`config.mk`:
```
export PLATFORM = sky130hd
export DESIGN_NAME = sync_pattern_packet_header_parser_core
export DESIGN_NICKNAME = d
export VERILOG_FILES = /design/src/design/sppp_pkg.sv /design/src/design/sppp_in_reg.sv /design/src/design/sppp_parse.sv /design/src/design/sppp_out_reg.sv /design/src/design/sync_pattern_packet_header_parser_core.sv
export SDC_FILE = /design/constraint.sdc
export NUM_CORES = 1
export LEC_CHECK = 0
export CAP_MARGIN = 20
export CORE_MARGIN = 4
export CORE_UTILIZATION = 61
export CTS_CLUSTER_SIZE = 8
export DETAILED_ROUTE_END_ITERATION = 12
export DONT_BUFFER_PORTS = 1
export PLACE_DENSITY_LB_ADDON = 0.2
export SLEW_MARGIN = 20
export SYNTH_ARGS = -nofsm -noshare
export SYNTH_HDL_FRONTEND = slang
export SYNTH_SLANG_ARGS = --single-unit
```
`constraint.sdc`:
```
create_clock -name clock -period 6.7 [get_ports clock]
set_input_delay 0.67 -clock clock [delete_from_list [all_inputs] [get_ports clock]]
set_output_delay 0.67 -clock clock [all_outputs]
set_load 0.05 [all_outputs]
```
`src/design/sppp_pkg.sv`:
```
package sppp_pkg;

   // Capture capacity in bytes and the widths that follow from it.
   localparam int CAPTURE_BYTES = 128;
   localparam int CNT_W = $clog2(CAPTURE_BYTES + 1);
   localparam int POS_W = $clog2(CAPTURE_BYTES);

   // Sync pattern, start byte and the two command packet types.
   localparam logic [47:0] SYNC_WORD = 48'hFF3FCFF3FCFF;
   localparam logic [7:0] START_BYTE = 8'hC3;
   localparam logic [7:0] CMD_TYPE_A = 8'h80;
   localparam logic [7:0] CMD_TYPE_B = 8'h85;
   localparam logic [7:0] BYTE_ZERO = 8'h00;
   localparam logic [7:0] BYTE_ONES = 8'hFF;

   // Header byte positions counted after the start byte.
   localparam logic [3:0] HDR_DEST = 4'd1;
   localparam logic [3:0] HDR_SOURCE = 4'd2;
   localparam logic [3:0] HDR_TYPE = 4'd3;
   localparam logic [3:0] HDR_COMMAND = 4'd8;

   // Status codes of one capture.
   localparam logic [2:0] ST_ALL_ZERO = 3'd0;
   localparam logic [2:0] ST_ALL_ONES = 3'd1;
   localparam logic [2:0] ST_NO_SYNC = 3'd2;
   localparam logic [2:0] ST_NO_START = 3'd3;
   localparam logic [2:0] ST_SHORT_HDR = 3'd4;
   localparam logic [2:0] ST_DATA_PKT = 3'd5;
   localparam logic [2:0] ST_CMD_PKT = 3'd6;

   typedef enum logic [2:0] {
      PH_SEARCH,
      PH_WANT_START,
      PH_HEADER,
      PH_DONE,
      PH_NO_START
   } phase_type;

   // One input beat.
   typedef struct packed {
      logic [7:0] data_byte;
      logic last_byte;
   } beat_type;

   // One result beat.
   typedef struct packed {
      logic [2:0] status;
      logic [6:0] pattern_offset;
      logic [7:0] dest_addr;
      logic [7:0] source_addr;
      logic [7:0] packet_type;
      logic [7:0] command_code;
      logic [7:0] byte_count;
   } result_type;

endpackage

```
`src/design/sppp_in_reg.sv`:
```
module sppp_in_reg
   import sppp_pkg::*;
(
   input logic clock,
   input logic reset,
   input logic req_valid,
   input beat_type req_beat,
   output logic req_stall,
   input logic hold,
   output logic beat_valid,
   output beat_type beat
);

   logic valid_ff;
   logic valid_in;
   beat_type beat_ff;
   logic accept;
   logic advance;

   // The held beat moves on unless the parser has to wait for the result register.
   assign advance = valid_ff && !hold;
   assign req_stall = valid_ff && hold;
   assign accept = req_valid && !req_stall;

   always_comb begin
      if (accept) begin
         valid_in = 1'b1;
      end else if (advance) begin
         valid_in = 1'b0;
      end else begin
         valid_in = valid_ff;
      end
   end

   always_ff @(posedge clock) begin
      if (reset) begin
         valid_ff <= 1'b0;
      end else begin
         valid_ff <= valid_in;
      end
   end

   // Payload needs no reset.
   always_ff @(posedge clock) begin
      if (accept) begin
         beat_ff <= req_beat;
      end
   end

   assign beat_valid = advance;
   assign beat = beat_ff;

endmodule

```
`src/design/sppp_parse.sv`:
```
module sppp_parse
   import sppp_pkg::*;
(
   input logic clock,
   input logic reset,
   input logic beat_valid,
   input beat_type beat,
   output logic res_valid,
   output result_type res
);

   logic [39:0] window_ff, window_in;
   logic [CNT_W-1:0] seen_ff, seen_in;
   phase_type phase_ff, phase_in;
   logic [POS_W-1:0] pos_ff, pos_in;
   logic [3:0] hidx_ff, hidx_in;
   logic [7:0] dest_ff, dest_in;
   logic [7:0] src_ff, src_in;
   logic [7:0] type_ff, type_in;
   logic [7:0] cmd_ff, cmd_in;
   logic zeros_ff, zeros_in;
   logic ones_ff, ones_in;

   // Values after this beat is taken, before the end-of-capture reset.
   logic [39:0] win_n;
   logic [CNT_W-1:0] seen_n;
   phase_type phase_n;
   logic [POS_W-1:0] pos_n;
   logic [3:0] hidx_n;
   logic [7:0] dest_n, src_n, type_n, cmd_n;
   logic zeros_n, ones_n;
   logic take;
   logic [7:0] b;
   logic [CNT_W+7:0] cnt_ext;
   logic [POS_W+6:0] pos_ext;

   assign b = beat.data_byte;
   assign take = seen_ff < CNT_W'(CAPTURE_BYTES);

   // Sync search, start check and header capture for one byte.
   always_comb begin
      win_n = window_ff;
      seen_n = seen_ff;
      phase_n = phase_ff;
      pos_n = pos_ff;
      hidx_n = hidx_ff;
      dest_n = dest_ff;
      src_n = src_ff;
      type_n = type_ff;
      cmd_n = cmd_ff;
      zeros_n = zeros_ff;
      ones_n = ones_ff;
      if (take) begin
         if (b != BYTE_ZERO) begin
            zeros_n = 1'b0;
         end
         if (b != BYTE_ONES) begin
            ones_n = 1'b0;
         end
         unique case (phase_ff)
            PH_SEARCH: begin
               if (seen_ff >= CNT_W'(5) && {window_ff, b} == SYNC_WORD) begin
                  pos_n = POS_W'(seen_ff - CNT_W'(5));
                  phase_n = PH_WANT_START;
               end
            end
            PH_WANT_START: begin
               if (b == START_BYTE) begin
                  phase_n = PH_HEADER;
                  hidx_n = 4'd0;
               end else begin
                  phase_n = PH_NO_START;
               end
            end
            PH_HEADER: begin
               hidx_n = hidx_ff + 4'd1;
               priority if (hidx_n == HDR_DEST) begin
                  dest_n = b;
               end else if (hidx_n == HDR_SOURCE) begin
                  src_n = b;
               end else if (hidx_n == HDR_TYPE) begin
                  type_n = b;
               end else if (hidx_n == HDR_COMMAND) begin
                  cmd_n = b;
                  phase_n = PH_DONE;
               end else begin
                  // Header bytes four to seven are skipped.
               end
            end
            PH_DONE, PH_NO_START: begin
            end
            default: begin
            end
         endcase
         win_n = {window_ff[31:0], b};
         seen_n = seen_ff + CNT_W'(1);
      end
   end

   // Result of the capture, built from the updated state.
   always_comb begin
      res = '0;
      unique case (phase_n)
         PH_SEARCH: begin
            res.status = zeros_n ? ST_ALL_ZERO : (ones_n ? ST_ALL_ONES : ST_NO_SYNC);
         end
         PH_WANT_START, PH_NO_START: begin
            res.status = ST_NO_START;
         end
         PH_HEADER: begin
            res.status = ST_SHORT_HDR;
         end
         PH_DONE: begin
            res.status = (type_n == CMD_TYPE_A || type_n == CMD_TYPE_B) ?
                         ST_CMD_PKT : ST_DATA_PKT;
         end
         default: begin
            res.status = ST_NO_SYNC;
         end
      endcase
      pos_ext = (POS_W + 7)'(pos_n);
      if (res.status >= ST_NO_START) begin
         res.pattern_offset = pos_ext[6:0];
      end
      if (res.status >= ST_DATA_PKT) begin
         res.dest_addr = dest_n;
         res.source_addr = src_n;
         res.packet_type = type_n;
         res.command_code = cmd_n;
      end
      cnt_ext = (CNT_W + 8)'(seen_n);
      res.byte_count = (cnt_ext > (CNT_W + 8)'(255)) ? 8'hFF : cnt_ext[7:0];
   end

   assign res_valid = beat_valid && beat.last_byte;

   // State update; the end of a capture returns everything to reset values.
   always_comb begin
      window_in = window_ff;
      seen_in = seen_ff;
      phase_in = phase_ff;
      pos_in = pos_ff;
      hidx_in = hidx_ff;
      dest_in = dest_ff;
      src_in = src_ff;
      type_in = type_ff;
      cmd_in = cmd_ff;
      zeros_in = zeros_ff;
      ones_in = ones_ff;
      if (beat_valid) begin
         if (beat.last_byte) begin
            window_in = '0;
            seen_in = '0;
            phase_in = PH_SEARCH;
            pos_in = '0;
            hidx_in = '0;
            dest_in = '0;
            src_in = '0;
            type_in = '0;
            cmd_in = '0;
            zeros_in = 1'b1;
            ones_in = 1'b1;
         end else begin
            window_in = win_n;
            seen_in = seen_n;
            phase_in = phase_n;
            pos_in = pos_n;
            hidx_in = hidx_n;
            dest_in = dest_n;
            src_in = src_n;
            type_in = type_n;
            cmd_in = cmd_n;
            zeros_in = zeros_n;
            ones_in = ones_n;
         end
      end
   end

   always_ff @(posedge clock) begin
      if (reset) begin
         window_ff <= '0;
         seen_ff <= '0;
         phase_ff <= PH_SEARCH;
         pos_ff <= '0;
         hidx_ff <= '0;
         dest_ff <= '0;
         src_ff <= '0;
         type_ff <= '0;
         cmd_ff <= '0;
         zeros_ff <= 1'b1;
         ones_ff <= 1'b1;
      end else begin
         window_ff <= window_in;
         seen_ff <= seen_in;
         phase_ff <= phase_in;
         pos_ff <= pos_in;
         hidx_ff <= hidx_in;
         dest_ff <= dest_in;
         src_ff <= src_in;
         type_ff <= type_in;
         cmd_ff <= cmd_in;
         zeros_ff <= zeros_in;
         ones_ff <= ones_in;
      end
   end

   // The byte count never passes the capture capacity.
   assert property (@(posedge clock) disable iff (reset)
      seen_ff <= CNT_W'(CAPTURE_BYTES))
      else $error("byte count beyond capacity");

   // A found sync pattern lies wholly inside the bytes kept so far.
   assert property (@(posedge clock) disable iff (reset)
      phase_ff != PH_SEARCH |->
         (CNT_W + 1)'(pos_ff) + (CNT_W + 1)'(6) <= (CNT_W + 1)'(seen_ff))
      else $error("sync position past kept bytes");

   // The header counter only moves after a start byte.
   assert property (@(posedge clock) disable iff (reset)
      (phase_ff == PH_SEARCH || phase_ff == PH_WANT_START) |-> hidx_ff == 4'd0)
      else $error("header index moved before start byte");

   // An idle cycle leaves the parse state untouched.
   assert property (@(posedge clock) disable iff (reset)
      !beat_valid |=> $stable(seen_ff) && $stable(phase_ff))
      else $error("state changed without a beat");

endmodule

```
`src/design/sppp_out_reg.sv`:
```
module sppp_out_reg
   import sppp_pkg::*;
(
   input logic clock,
   input logic reset,
   input logic res_valid,
   input result_type res,
   output logic busy,
   output logic rsp_valid,
   input logic rsp_stall,
   output result_type rsp_res
);

   logic valid_ff;
   logic valid_in;
   result_type res_ff;

   // The register is busy while a result waits on a stalled receiver.
   assign busy = valid_ff && rsp_stall;

   always_comb begin
      if (res_valid) begin
         valid_in = 1'b1;
      end else if (valid_ff && !rsp_stall) begin
         valid_in = 1'b0;
      end else begin
         valid_in = valid_ff;
      end
   end

   always_ff @(posedge clock) begin
      if (reset) begin
         valid_ff <= 1'b0;
      end else begin
         valid_ff <= valid_in;
      end
   end

   always_ff @(posedge clock) begin
      if (res_valid) begin
         res_ff <= res;
      end
   end

   assign rsp_valid = valid_ff;
   assign rsp_res = res_ff;

endmodule

```
`src/design/sync_pattern_packet_header_parser_core.sv`:
```
// A beat accepted into the input register updates the parser as it leaves that register; a last
// beat loads its result into the result register, raising rsp_valid, at that same edge.
// Throughput: one byte per cycle, set by the single parse stage between input and result
// registers; a last beat waits only while an earlier result is still stalled on rsp_stall.
// Synchronous reset clears all valids and returns the parser to its sync search state.
module sync_pattern_packet_header_parser_core
   import sppp_pkg::*;
(
   input logic clock,
   input logic reset,
   input logic req_valid,
   output logic req_stall,
   input logic [7:0] req_data_byte,
   input logic req_last_byte,
   output logic rsp_valid,
   input logic rsp_stall,
   output logic [2:0] rsp_status,
   output logic [6:0] rsp_pattern_offset,
   output logic [7:0] rsp_dest_addr,
   output logic [7:0] rsp_source_addr,
   output logic [7:0] rsp_packet_type,
   output logic [7:0] rsp_command_code,
   output logic [7:0] rsp_byte_count
);

   beat_type req_beat;
   beat_type beat;
   logic beat_valid;
   logic hold;
   logic busy;
   logic res_valid;
   result_type res;
   result_type rsp_res;

   assign req_beat.data_byte = req_data_byte;
   assign req_beat.last_byte = req_last_byte;

   // A last beat waits while the result register still holds a stalled result.
   assign hold = beat.last_byte && busy;

   sppp_in_reg u_in_reg (
      .clock(clock),
      .reset(reset),
      .req_valid(req_valid),
      .req_beat(req_beat),
      .req_stall(req_stall),
      .hold(hold),
      .beat_valid(beat_valid),
      .beat(beat)
   );

   sppp_parse u_parse (
      .clock(clock),
      .reset(reset),
      .beat_valid(beat_valid),
      .beat(beat),
      .res_valid(res_valid),
      .res(res)
   );

   sppp_out_reg u_out_reg (
      .clock(clock),
      .reset(reset),
      .res_valid(res_valid),
      .res(res),
      .busy(busy),
      .rsp_valid(rsp_valid),
      .rsp_stall(rsp_stall),
      .rsp_res(rsp_res)
   );

   assign rsp_status = rsp_res.status;
   assign rsp_pattern_offset = rsp_res.pattern_offset;
   assign rsp_dest_addr = rsp_res.dest_addr;
   assign rsp_source_addr = rsp_res.source_addr;
   assign rsp_packet_type = rsp_res.packet_type;
   assign rsp_command_code = rsp_res.command_code;
   assign rsp_byte_count = rsp_res.byte_count;

endmodule
```
-- Word level (Yosys, flattened, before mapping)
Index checks and enable logic that the tools add are counted.
- bits in registers: 157
- bits of input ports: 13
- output and inout port bits: 52
- logic and storage cells: 124
- add/subtract/negate cells: 3
- order comparisons: 4
- equal/unequal tests: 16
- multiplexer cells: 57
- reductions and logical operators: 22
- operators with widths (kind ; number):
    2-to-1 mux 8 bit ; 24
    2-to-1 mux 40 bit ; 2
    equality test 48 bit, second input constant ; 1
    2-to-1 mux 7 bit ; 4
    2-to-1 mux 3 bit ; 9
    equality test 8 bit, second input constant ; 3
    2-to-1 mux 4 bit ; 3
    one-hot mux 3 bit (4 select lines) ; 1
    2-to-1 mux 1 bit ; 10
    equality test 3 x 2 -> 1 bit, second input constant ; 3
    one-hot mux 3 bit (3 select lines) ; 1
    adder 8 x 1 -> 8 bit, second input constant ; 1
    equality test 4 x 2 -> 1 bit, second input constant ; 2
    >= comparator 8 x 3 -> 1 bit, second input constant ; 1
    logical AND 1 bit ; 8
    less-than comparator 8 bit, second input constant ; 1
    inequality test 8 bit, second input constant ; 1
    one-hot mux 4 bit (2 select lines) ; 1
    nonzero test 8 bit ; 1
    subtractor 7 x 3 -> 7 bit, second input constant ; 1
    equality test 3 x 1 -> 1 bit, second input constant ; 2
    logical NOT 3 bit ; 2
    nonzero test 2 bit ; 3
    adder 4 x 1 -> 4 bit, second input constant ; 1
    other kinds (13) ; 16

-- Logic depth before layout (Yosys ltp)
Gate-level depths: netlist of the first run.
- depth in word-level cells: 12
- gate-level depth with buffers: 9
- gate-level depth less buffers: 8

-- Cells and area by module
From an unflattened synthesis of the first run, not the netlist that was laid out.
- cells, all modules: 690
- area total of the unflattened synthesis: 7028.0 um2
- modules (own cells, without submodules) (module ; times used ; cells an instance ; area each (um2)):
    sppp_parse ; 1 ; 620 ; 5158.7
    sppp_out_reg ; 1 ; 54 ; 1537.7
    sppp_in_reg ; 1 ; 15 ; 325.3
    sync_pattern_packet_header_parser_core ; 1 ; 1 ; 6.3

-- Worst setup path after synthesis of the first run
No wires, ideal clock.
- path type: input-to-reg
- from: in rsp_stall
- to: reg u_parse.phase_ff[2]
- setup time: 0.120 ns
- arrival time: 3.553 ns
- required time: 6.580 ns
- path slack: 3.027 ns
- cell stages on the path: 6
- path buffers: 0
- cell sequence: nand3_1 > nand2_1 > nor2_1 > nor2_1 > o21ai_0 > nor2_1
- cells in the longest elaborated chain, start to end: 4
- RTL lines (item ; line ; source):
    start: declaration ; sync_pattern_packet_header_parser_core.sv:16 ; input logic rsp_stall,
    logical AND 1 bit ; sppp_out_reg.sv:19 ; assign busy = valid_ff && rsp_stall;
    logical AND 1 bit ; sync_pattern_packet_header_parser_core.sv:39 ; assign hold = beat.last_byte && busy;
    logical NOT 1 bit ; sppp_in_reg.sv:21 ; assign advance = valid_ff && !hold;
    logical AND 1 bit ; sppp_in_reg.sv:21 ;
    end signal: assignment ; sppp_parse.sv:195 ; phase_ff <= phase_in;
    end: declaration ; sppp_parse.sv:14 ; phase_type phase_ff, phase_in;
Every way passes these cells.
A chain may end at the register's enable or synchronous reset.

-- Worst setup path after layout of the first run
- from: reg u_in_reg.beat_ff (netlist bit u_in_reg.beat[7])
- to: reg u_out_reg.res_ff (netlist bit u_out_reg.rsp_res[28]) (data pin)
- cells in the longest elaborated chain, start to end: 10
- RTL lines (item ; line ; source):
    start: declaration ; sppp_in_reg.sv:16 ; beat_type beat_ff;
    start signal: assignment ; sppp_in_reg.sv:46 ; beat_ff <= req_beat;
    branches (longest 8 deep; another with equality test 48 bit) ; -- ;
    one-hot mux 3 bit (4 select lines) (*) ; sppp_parse.sv:103 ; unique case (phase_n)
    >= comparator 3 bit (*) ; sppp_parse.sv:125 ; if (res.status >= ST_DATA_PKT) begin
    end signal: assignment ; sppp_out_reg.sv:41 ; res_ff <= res;
    end: declaration ; sppp_out_reg.sv:16 ; result_type res_ff;
Every way passes the cells marked *.

==> flow_summary.ini, run 1 <==
[status]
outcome = completed

[global_routing]
grt.overflow.total = 0
grt_usage_pct = 23.9
grt_antenna_before_repair = 0
grt_max_degree = 93
grt_pass1_wl_um = 24700
grt_pass1_vias = 4659

[setup_path]
ff2ff_setup_slack_ns = 3.76
timing.rr.end = u_out_reg.rsp_res[28]
path_max_fanout = 32
crit_path_start_kind = flip-flop
worst-setup-path-type = flip-flop to flip-flop
required_ns = 6.97
reg2regPathDepth = 6
r2r-start = u_in_reg.beat[7]
arrival_ns = 3.20
critPathCaptureType = flip-flop

[logic_synthesis]
synth_edf_count = 59
ys_seq_elements = 157
syn_area_per_cell_um2 = 10.9
yosys_most_used_dff = dfxtp_1
synth_cells = 649
syn_area_mm2 = 0.00707
syn_nets = 669
async_reset_ff_share_pct = 0
ys_seq_area_share_pct = 52.8
yosysWarnings = 0
synth_cell_types = 66

[sta]
period_share_pct = 43.8
max-slew-margin-rel_pct = 37.8
finalHoldViolations = 0
fmax_ghz = 0.341
rsz0062_at_grt = no
setup_tns_ns = 0
fin_skew_ns = 0.00812
worst_pin_slew_ns = 0.933
slew_viol_final = 0
period_needed_ns = 2.94
setup_viol = 0

[floorplan]
fp.dieW_um = 116
initial_core_util_pct = 62.2
io_pins = 65
placementRows = 39
dieHeight_um = 116
coreArea_mm2 = 0.0114
dieArea_mm2 = 0.0134

[power]
p_comb_share_pct = 2.3
peakVddDrop_mv = 0.259
p_leak_nw = 2.64
p_clk_share_pct = 47.9
intPower_mw = 1.63
p_sw_share_pct = 20.7
sequentialPowerShare_pct = 49.8
power_mw = 2.05
p_switching_mw = 0.424
power.density_mw_per_mm2 = 268

[cts]
cts_tree = yes
h-tree-depth = 4
cts_made_buffers = 17
hold_buffers = 0
cts.sinks = 157
post-cts-setup-buffer-count = 0
clkLatencyLatePin_ns = 0.42
cts_buffer_depth = 2
root_buffer = clkbuf_16
path_clk_slew_ns = 0.06
cts_resized = 0

[worst_hold_path]
worstHoldPathCells = 1
hold_path_class = input pin to flip-flop
min_from = reset
whs_endpoint = u_parse.window_ff[39]

[placed_design]
routabilityCongestion = 0.888
port_buffers = 0
dp_hpwl_um = 10200
placed_cell_area_mm2 = 0.00703
post-place-cells = 750

[detailed_routing]
drc = 0
vias = 4892
wl_um = 15500
firstDrtPassIters = 5
wire_per_inst_um = 19.8
vias_per_cell = 6.26
drt_iter0_drc = 455
ant_nets = 0

[flow_run]
cap_viol_max_count = 0

[final_layout]
fin_util_pct = 67.2
layout_common_cells = nor2_1, dfxtp_1, a22oi_1
final_common_cell = nor2_1
diodes = 0
final_area_mm2 = 0.00764
drive_gt1_share_pct = 13.1
nNetsFinal = 646
area_growth_syn_to_layout_pct = 8.04
final_cell_count_no_fill = 782
[critical path: stages, from the launching register on]
cell	delay, ns
edfxtp_1	0.66
nand4_4	0.16
or2_1	0.37
or4_4	0.55
o21ai_4	0.21
nand2_4	0.50
nor2_4	0.28
[power by group through the flow]
stage / clock [mW] / sequential, mW / combinational, mW
global route: 1.04 / 1.02 / 0.0507
global placement: 0 / 1.04 / 0.0445
CTS: 0.995 / 1.02 / 0.0459
floorplan: 0 / 1.03 / 0.0468
finish: 0.983 / 1.02 / 0.0464
detailed placement: 0 / 1.04 / 0.0455
[cell type report]
| type | instances | area, µm² |
|---|---|---|
| clock inverter | 13 | 173 |
| tap | 143 | 179 |
| inverter | 14 | 52.6 |
| sequential | 157 | 3730 |
| fill | 841 | 3730 |
| timing repair buffer | 4 | 30.0 |
| clock buffer | 19 | 433 |
| multi-input combinational | 432 | 3040 |
[state kept, by name (all words and copies together) (netlist names)]
signal and count:
u_in_reg.beat 9, u_parse.dest_ff 8, u_out_reg.rsp_res 50, u_parse.hidx_ff 4, u_parse.zeros_ff 1, u_parse.cmd_ff 8, u_parse.ones_ff 1, u_in_reg.valid_ff 1
u_parse.type_ff 8, u_parse.pos_ff 7, u_parse.src_ff 8, u_parse.window_ff 40, u_out_reg.rsp_valid 1, u_parse.seen_ff 8, u_parse.phase_ff 3
[cell families (layout without fill, tap and decap cells)]
| group | Yosys count | after routing | synth area share [%] |
|---|---|---|---|
| compound gates | 128 | 128 | 13.3 |
| xor+xnor | 15 | 15 | 1.97 |
| fa+ha+maj | 7 | 7 | 1.24 |
| buf+inv | 60 | 50 | 4.46 |
| flops | 157 | 157 | 52.8 |
| mux | 41 | 41 | 5.82 |
| simple gates | 241 | 241 | 20.4 |
[cell usage after synthesis, types with 4 or more instances]
master      n  area [µm²]
buf_2       9        45.0
nand4b_1    5        43.8
nand3_1    12        60.1
nand4_1    13        81.3
nor2_4     30         338
ha_1        7        87.6
nand2_1    19        71.3
a21oi_1    10        50.1
xor2_1      5        43.8
clkbuf_1   27         101
edfxtp_1   59        1770
o21ai_0     9        45.0
inv_1      13        48.8
a22oi_1    78         586
dfxtp_1    98        1960
buf_4       4        30.0
mux2i_1    40         400
nor2_1    102         383
a22o_1      7        61.3
nor3_1      7        35.0
nand2b_1    5        31.3
xnor2_1     9        78.8
nor2b_1    10        62.6
nor4_1      8        50.1
[worst max-delay path by stage]
stage,cells past startpoint,start,endpoint
2_1_floorplan,6,rsp_stall,u_parse.phase_ff[2]
3_3_place_gp,6,u_in_reg.beat[7],u_out_reg.rsp_res[34]
3_5_place_dp,6,u_in_reg.beat[2],u_out_reg.rsp_res[28]
4_1_cts,6,u_in_reg.beat[2],u_out_reg.rsp_res[28]
5_1_grt,6,u_in_reg.beat[2],u_out_reg.rsp_res[33]
6_report,6,u_in_reg.beat[7],u_out_reg.rsp_res[28]
[routing by layer]
metal  GRT usage [%]  share of wire, %  routed length [µm]
met1            32.9                45                6980
met2            35.9                46                7060
met3            6.63               6.8                1050
met4            9.98               2.6                 399
met5               0                 0                   0
[metrics by stage]
| stage | hold WS, ns | setup WS [ns] |
|---|---|---|
| 2_1_floorplan | 0.439 | 3.03 |
| 3_3_place_gp | 0.453 | 3.83 |
| 3_5_place_dp | 0.466 | 3.81 |
| 4_1_cts | 0.310 | 3.77 |
| 5_1_grt | 0.301 | 3.66 |
| 6_report | 0.320 | 3.76 |
Note: power is estimated with default switching activity, not from simulation.
==> run 2, diff against run 1 <==
Settings changed: ABC_AREA set to 1.
Clock period 6.7 ns to 2.9 ns, I/O delays scaled along.
==> flow_summary.ini, run 2 <==
[flow_run]
cap_viol_max_count = 0

[floorplan]
coreArea_mm2 = 0.0115
fp.dieW_um = 117
dieArea_mm2 = 0.0137
dieHeight_um = 117
io_pins = 65
placementRows = 39
initial_core_util_pct = 62.8

[logic_synthesis]
synth_top_area_share_pct = 27.1
synth_cell_types = 37
ys_seq_area_share_pct = 51.6
async_reset_ff_share_pct = 0
yosys_most_used_dff = dfxtp_1
syn_area_per_cell_um2 = 7.93
synth_top_cell_by_area = dfxtp_1
ys_seq_elements = 157
synth_cells = 912
synth_edf_count = 59
yosysMostFrequentCell = nand2_1
yosysWarnings = 0
syn_area_mm2 = 0.00723
syn_nets = 932
synthTopCellsByCount = nand2_1, inv_1, dfxtp_1
yosys-top-cells-area = dfxtp_1, edfxtp_1, nand2_1, a21oi_1, inv_1

[sta]
slew_viol_final = 0
fin_skew_ns = 0.00588
rsz0062_at_grt = no
worst_hold_slack_ns = 0.0331
period_needed_ns = 2.43
finalHoldViolations = 0
period_share_pct = 83.8
setup_viol = 0
setup_ws_ns = 0.469
fmax_ghz = 0.411
max-slew-margin-rel_pct = 51.1
worst_pin_slew_ns = 0.728
setup_tns_ns = 0

[global_routing]
grt_antenna_before_repair = 0
grt_max_degree = 94
grt_pass1_wl_um = 26000
grt.overflow.total = 0
grt_usage_pct = 24.1
grt_pass1_vias = 5531

[cts]
path_clk_slew_ns = 0.06
post-cts-setup-buffer-count = 0
cts_tree = yes
cts_made_buffers = 17
cts_buffer_depth = 2
h-tree-depth = 4
root_buffer = clkbuf_16
cts.sinks = 157
clkLatencyLatePin_ns = 0.43

[worst_hold_path]
hold_path_class = input pin to flip-flop

[setup_path]
arrival_ns = 2.72
critPathCaptureType = flip-flop
slowest_stage = dfxtp_1
required_ns = 3.19
path_max_fanout = 7
cp_slowest_stage_delay_ns = 0.48
worst-setup-path-type = flip-flop to flip-flop
path_cells = inv_1 -> ha_1 -> inv_1 -> nand2_1 -> nand3_1 -> nor2_1 -> nand2_1 -> nand3_1 -> nor2_1 -> nand3_2 -> nand2_1 -> nand2_1 -> nor2_1
path_common_cell = nand2_1
crit_path_start_kind = flip-flop

[final_layout]
area_growth_syn_to_layout_pct = 9.73
diodes = 0
largest_register_ff_count = 50
final_cell_count_no_fill = 1063
drive_gt1_share_pct = 8.48
final_area_mm2 = 0.00793
fin_util_pct = 68.9
nNetsFinal = 927
final_common_cell = nand2_1
layout_common_cells = nand2_1, inv_1, dfxtp_1
fill_cells = 875

[placed_design]
dp_slack_ns = 0.501
placed_cell_area_mm2 = 0.00726
dp_hpwl_um = 9960
post-place-cells = 1021
routabilityCongestion = 0.905
port_buffers = 0

[power]
power_mw = 4.69
peakVddDrop_mv = 0.465
power.density_mw_per_mm2 = 591
p_leak_nw = 2.96

[detailed_routing]
ant_nets = 0
firstDrtPassIters = 5
vias_per_cell = 5.61
drc = 0
wire_per_inst_um = 14.6
wl_um = 15500
drt_iter0_drc = 522
vias = 5964

[status]
outcome = completed
==> run 2: layout make-up <==
class,instances,area (µm²),area share (%)
clock buffers,20,437,5.50
clock inverters,12,120,1.51
repair buffers,16,163,2.05
multi-input cells,608,2900,36.5
flip-flops and latches,157,3730,47.1
well taps,143,179,2.26
inverters,107,404,5.09
==> run 2: cell families after synthesis <==
kind of cell	after synthesis	synth area share, %
compound gates	131	9.76
xor+xnor	10	1.21
fa+ha+maj	7	1.21
buf+inv	147	8.41
flops	157	51.6
simple gates	460	27.8
==> run 2: path summary, 6_finish.rpt <==
| check | to | slack [ns] | cells after the start | from |
|---|---|---|---|---|
| min reg2reg | u_parse.cmd_ff[4] | 0.46 | 2 | u_parse.cmd_ff[4] |
| max reg2reg | u_out_reg.rsp_res[40] | 0.47 | 13 | u_parse.seen_ff[0] |
| min | u_in_reg.valid_ff | 0.03 | 2 | req_valid |
| max | u_out_reg.rsp_res[40] | 0.47 | 13 | u_parse.seen_ff[0] |
==> run 2: routing by layer <==
metal / GRT usage [%] / part of all wire, % / vias to the layer above
met5: 0 / 0 / -
met4: 10.1 / 2.4 / 0
met3: 6.38 / 6.1 / 39
met2: 38.6 / 48 / 209
met1: 31.1 / 44 / 2760
li1: - / - / 2956
==> run 2: critical path: cells and delay by family (launching register included) <==
family | cells | cell delay, ns
AND/OR/NAND/NOR | 10 | 1.40
flip-flops | 1 | 0.48
adder cells (fa/ha/maj) | 1 | 0.24
buffers and inverters | 2 | 0.19
==> run 2: timing repair <==
action	CTS	global route
gates resized for setup	0	1
hold endpoints to repair	102	0
hold buffers	10	0
endpoints found under the setup margin	0	1
==> run 2: power breakdown <==
| group | internal [mW] | total (mW) | switching (mW) |
|---|---|---|---|
| Sequential | 2.32 | 2.40 | 0.0826 |
| Combinational | 0.0455 | 0.181 | 0.136 |
| Clock | 1.26 | 2.11 | 0.854 |
| Total | 3.62 | 4.69 | 1.07 |
==> run 3, diff against run 2 <==
Settings changed: ABC_AREA 1 to 0, CORE_UTILIZATION 61 to 57.
Clock period 2.9 ns to 1.95 ns, I/O delays scaled along.
==> flow_summary.ini, run 3 (synthesis results as in run 1) <==
[cts]
cts.sinks = 157
h-tree-depth = 4
cts_made_buffers = 17
root_buffer = clkbuf_16
clkLatencyLatePin_ns = 0.43
cts_tree = yes
path_clk_slew_ns = 0.06
cts_buffer_depth = 2

[global_routing]
grt.overflow.total = 0
grt_pass1_vias = 5371
grt_max_degree = 90
grt_pass1_wl_um = 28200
grt_usage_pct = 25.0
grt_antenna_before_repair = 0

[placed_design]
routabilityCongestion = 0.887
dp_hpwl_um = 11400
dp_slack_ns = -0.240
port_buffers = 0
post-place-cells = 866

[final_layout]
ff_latch_area_mm2 = 0.00375
area_growth_syn_to_layout_pct = 32.3
final_cell_count_no_fill = 931
fin_util_pct = 77.5
largest_register_ff_count = 50
multiInputGateArea_mm2 = 0.00358
layout_common_cells = nor2_1, buf_4, dfxtp_1
nNetsFinal = 770
fill_cells = 724
diodes = 0
drive_gt1_share_pct = 37.2

[power]
power.density_mw_per_mm2 = 744
peakVddDrop_mv = 0.639
p_leak_nw = 3.29
power_mw = 6.96

[floorplan]
fp.dieW_um = 119
coreArea_mm2 = 0.0121
io_pins = 65
dieHeight_um = 119
placementRows = 40
initial_core_util_pct = 58.6
dieArea_mm2 = 0.0142

[detailed_routing]
wl_um = 18400
vias = 5582
ant_nets = 0
wire_per_inst_um = 19.8
drc = 0
vias_per_cell = 6.00
drt_iter0_drc = 419
firstDrtPassIters = 5

[setup_path]
arrival_ns = 2.54
path_max_fanout = 8
required_ns = 2.24
crit_path_start_kind = flip-flop
critPathCaptureType = flip-flop
reg2regPathDepth = 7
worst-setup-path-type = flip-flop to flip-flop

[sta]
rsz0062_at_grt = yes
worst_pin_slew_ns = 0.600
period_share_pct = 115
period_needed_ns = 2.24
fin_skew_ns = 0.0108
finalHoldViolations = 0
worst_hold_slack_ns = 0.115
max-slew-margin-rel_pct = 59.9
slew_viol_final = 0
setup_ws_ns = -0.294
fmax_ghz = 0.446
setup_viol = 66

[worst_hold_path]
worstHoldPathCells = 2
hold_path_class = input pin to flip-flop

[status]
outcome = finished with violations
violations = negative setup slack

[flow_run]
cap_viol_max_count = 0
[run 3: through the flow]
| stage | instance area [µm²] | TNS, ns |
|---|---|---|
| floorplan | 7150 | -5.53 |
| global placement | 7900 | -8.47 |
| detailed placement | 7900 | -10.83 |
| CTS | 8940 | -5.03 |
| global route | 9350 | -16.72 |
| finish | 9350 | -12.27 |
[run 3: layer usage]
layer	vias up	share of wire, %	wire length [µm]	global-route usage [%]
met1	2726	42	7750	33.8
met5	-	0	0	0
met4	0	1.5	278	8.59
met2	262	50	9130	39.5
li1	2566	-	-	-
met3	28	6.9	1280	5.89
[run 3: timing repair]
action,in CTS,in global routing
pin swaps,18,27
endpoints found under the hold margin,98,0
hold buffers,13,0
gates cloned,1,2
gates resized for setup,63,59
setup endpoints to repair,71,86
buffers inserted,9,9
[run 3: area by class of cell]
class                   count  share of cell area (%)
clock buffers              21                    4.71
inverters                  14                   0.562
clock inverters            11                    1.28
repair buffers            128                    12.8
well taps                 168                    2.25
multi-input cells         432                    38.3
flip-flops and latches    157                    40.1
[run 3: final timing paths]
| path | startpoint | to | slack (ns) |
|---|---|---|---|
| worst max-delay path | u_in_reg.beat[3] | u_out_reg.rsp_res[32] | -0.29 |
| worst min-delay path | reset | u_parse.pos_ff[5] | 0.12 |
| worst max register to register | u_in_reg.beat[3] | u_out_reg.rsp_res[32] | -0.29 |
| worst min register to register | u_parse.pos_ff[5] | u_parse.pos_ff[5] | 0.49 |
[run 3: report_power, final]
part	internal (mW)	total (mW)	leakage, nW	switching (mW)
Combinational	0.114	0.331	1.60	0.217
Sequential	3.42	3.47	1.43	0.0521
Clock	1.87	3.15	0.268	1.28
[run 3: worst max-delay path, stage by stage (launching register included)]
cell	delay, ns
edfxtp_1	0.46
or4_4	0.61
nor2_2	0.13
a31oi_1	0.14
nor2_2	0.29
nand2_8	0.19
clkbuf_16	0.21
nor2_4	0.07
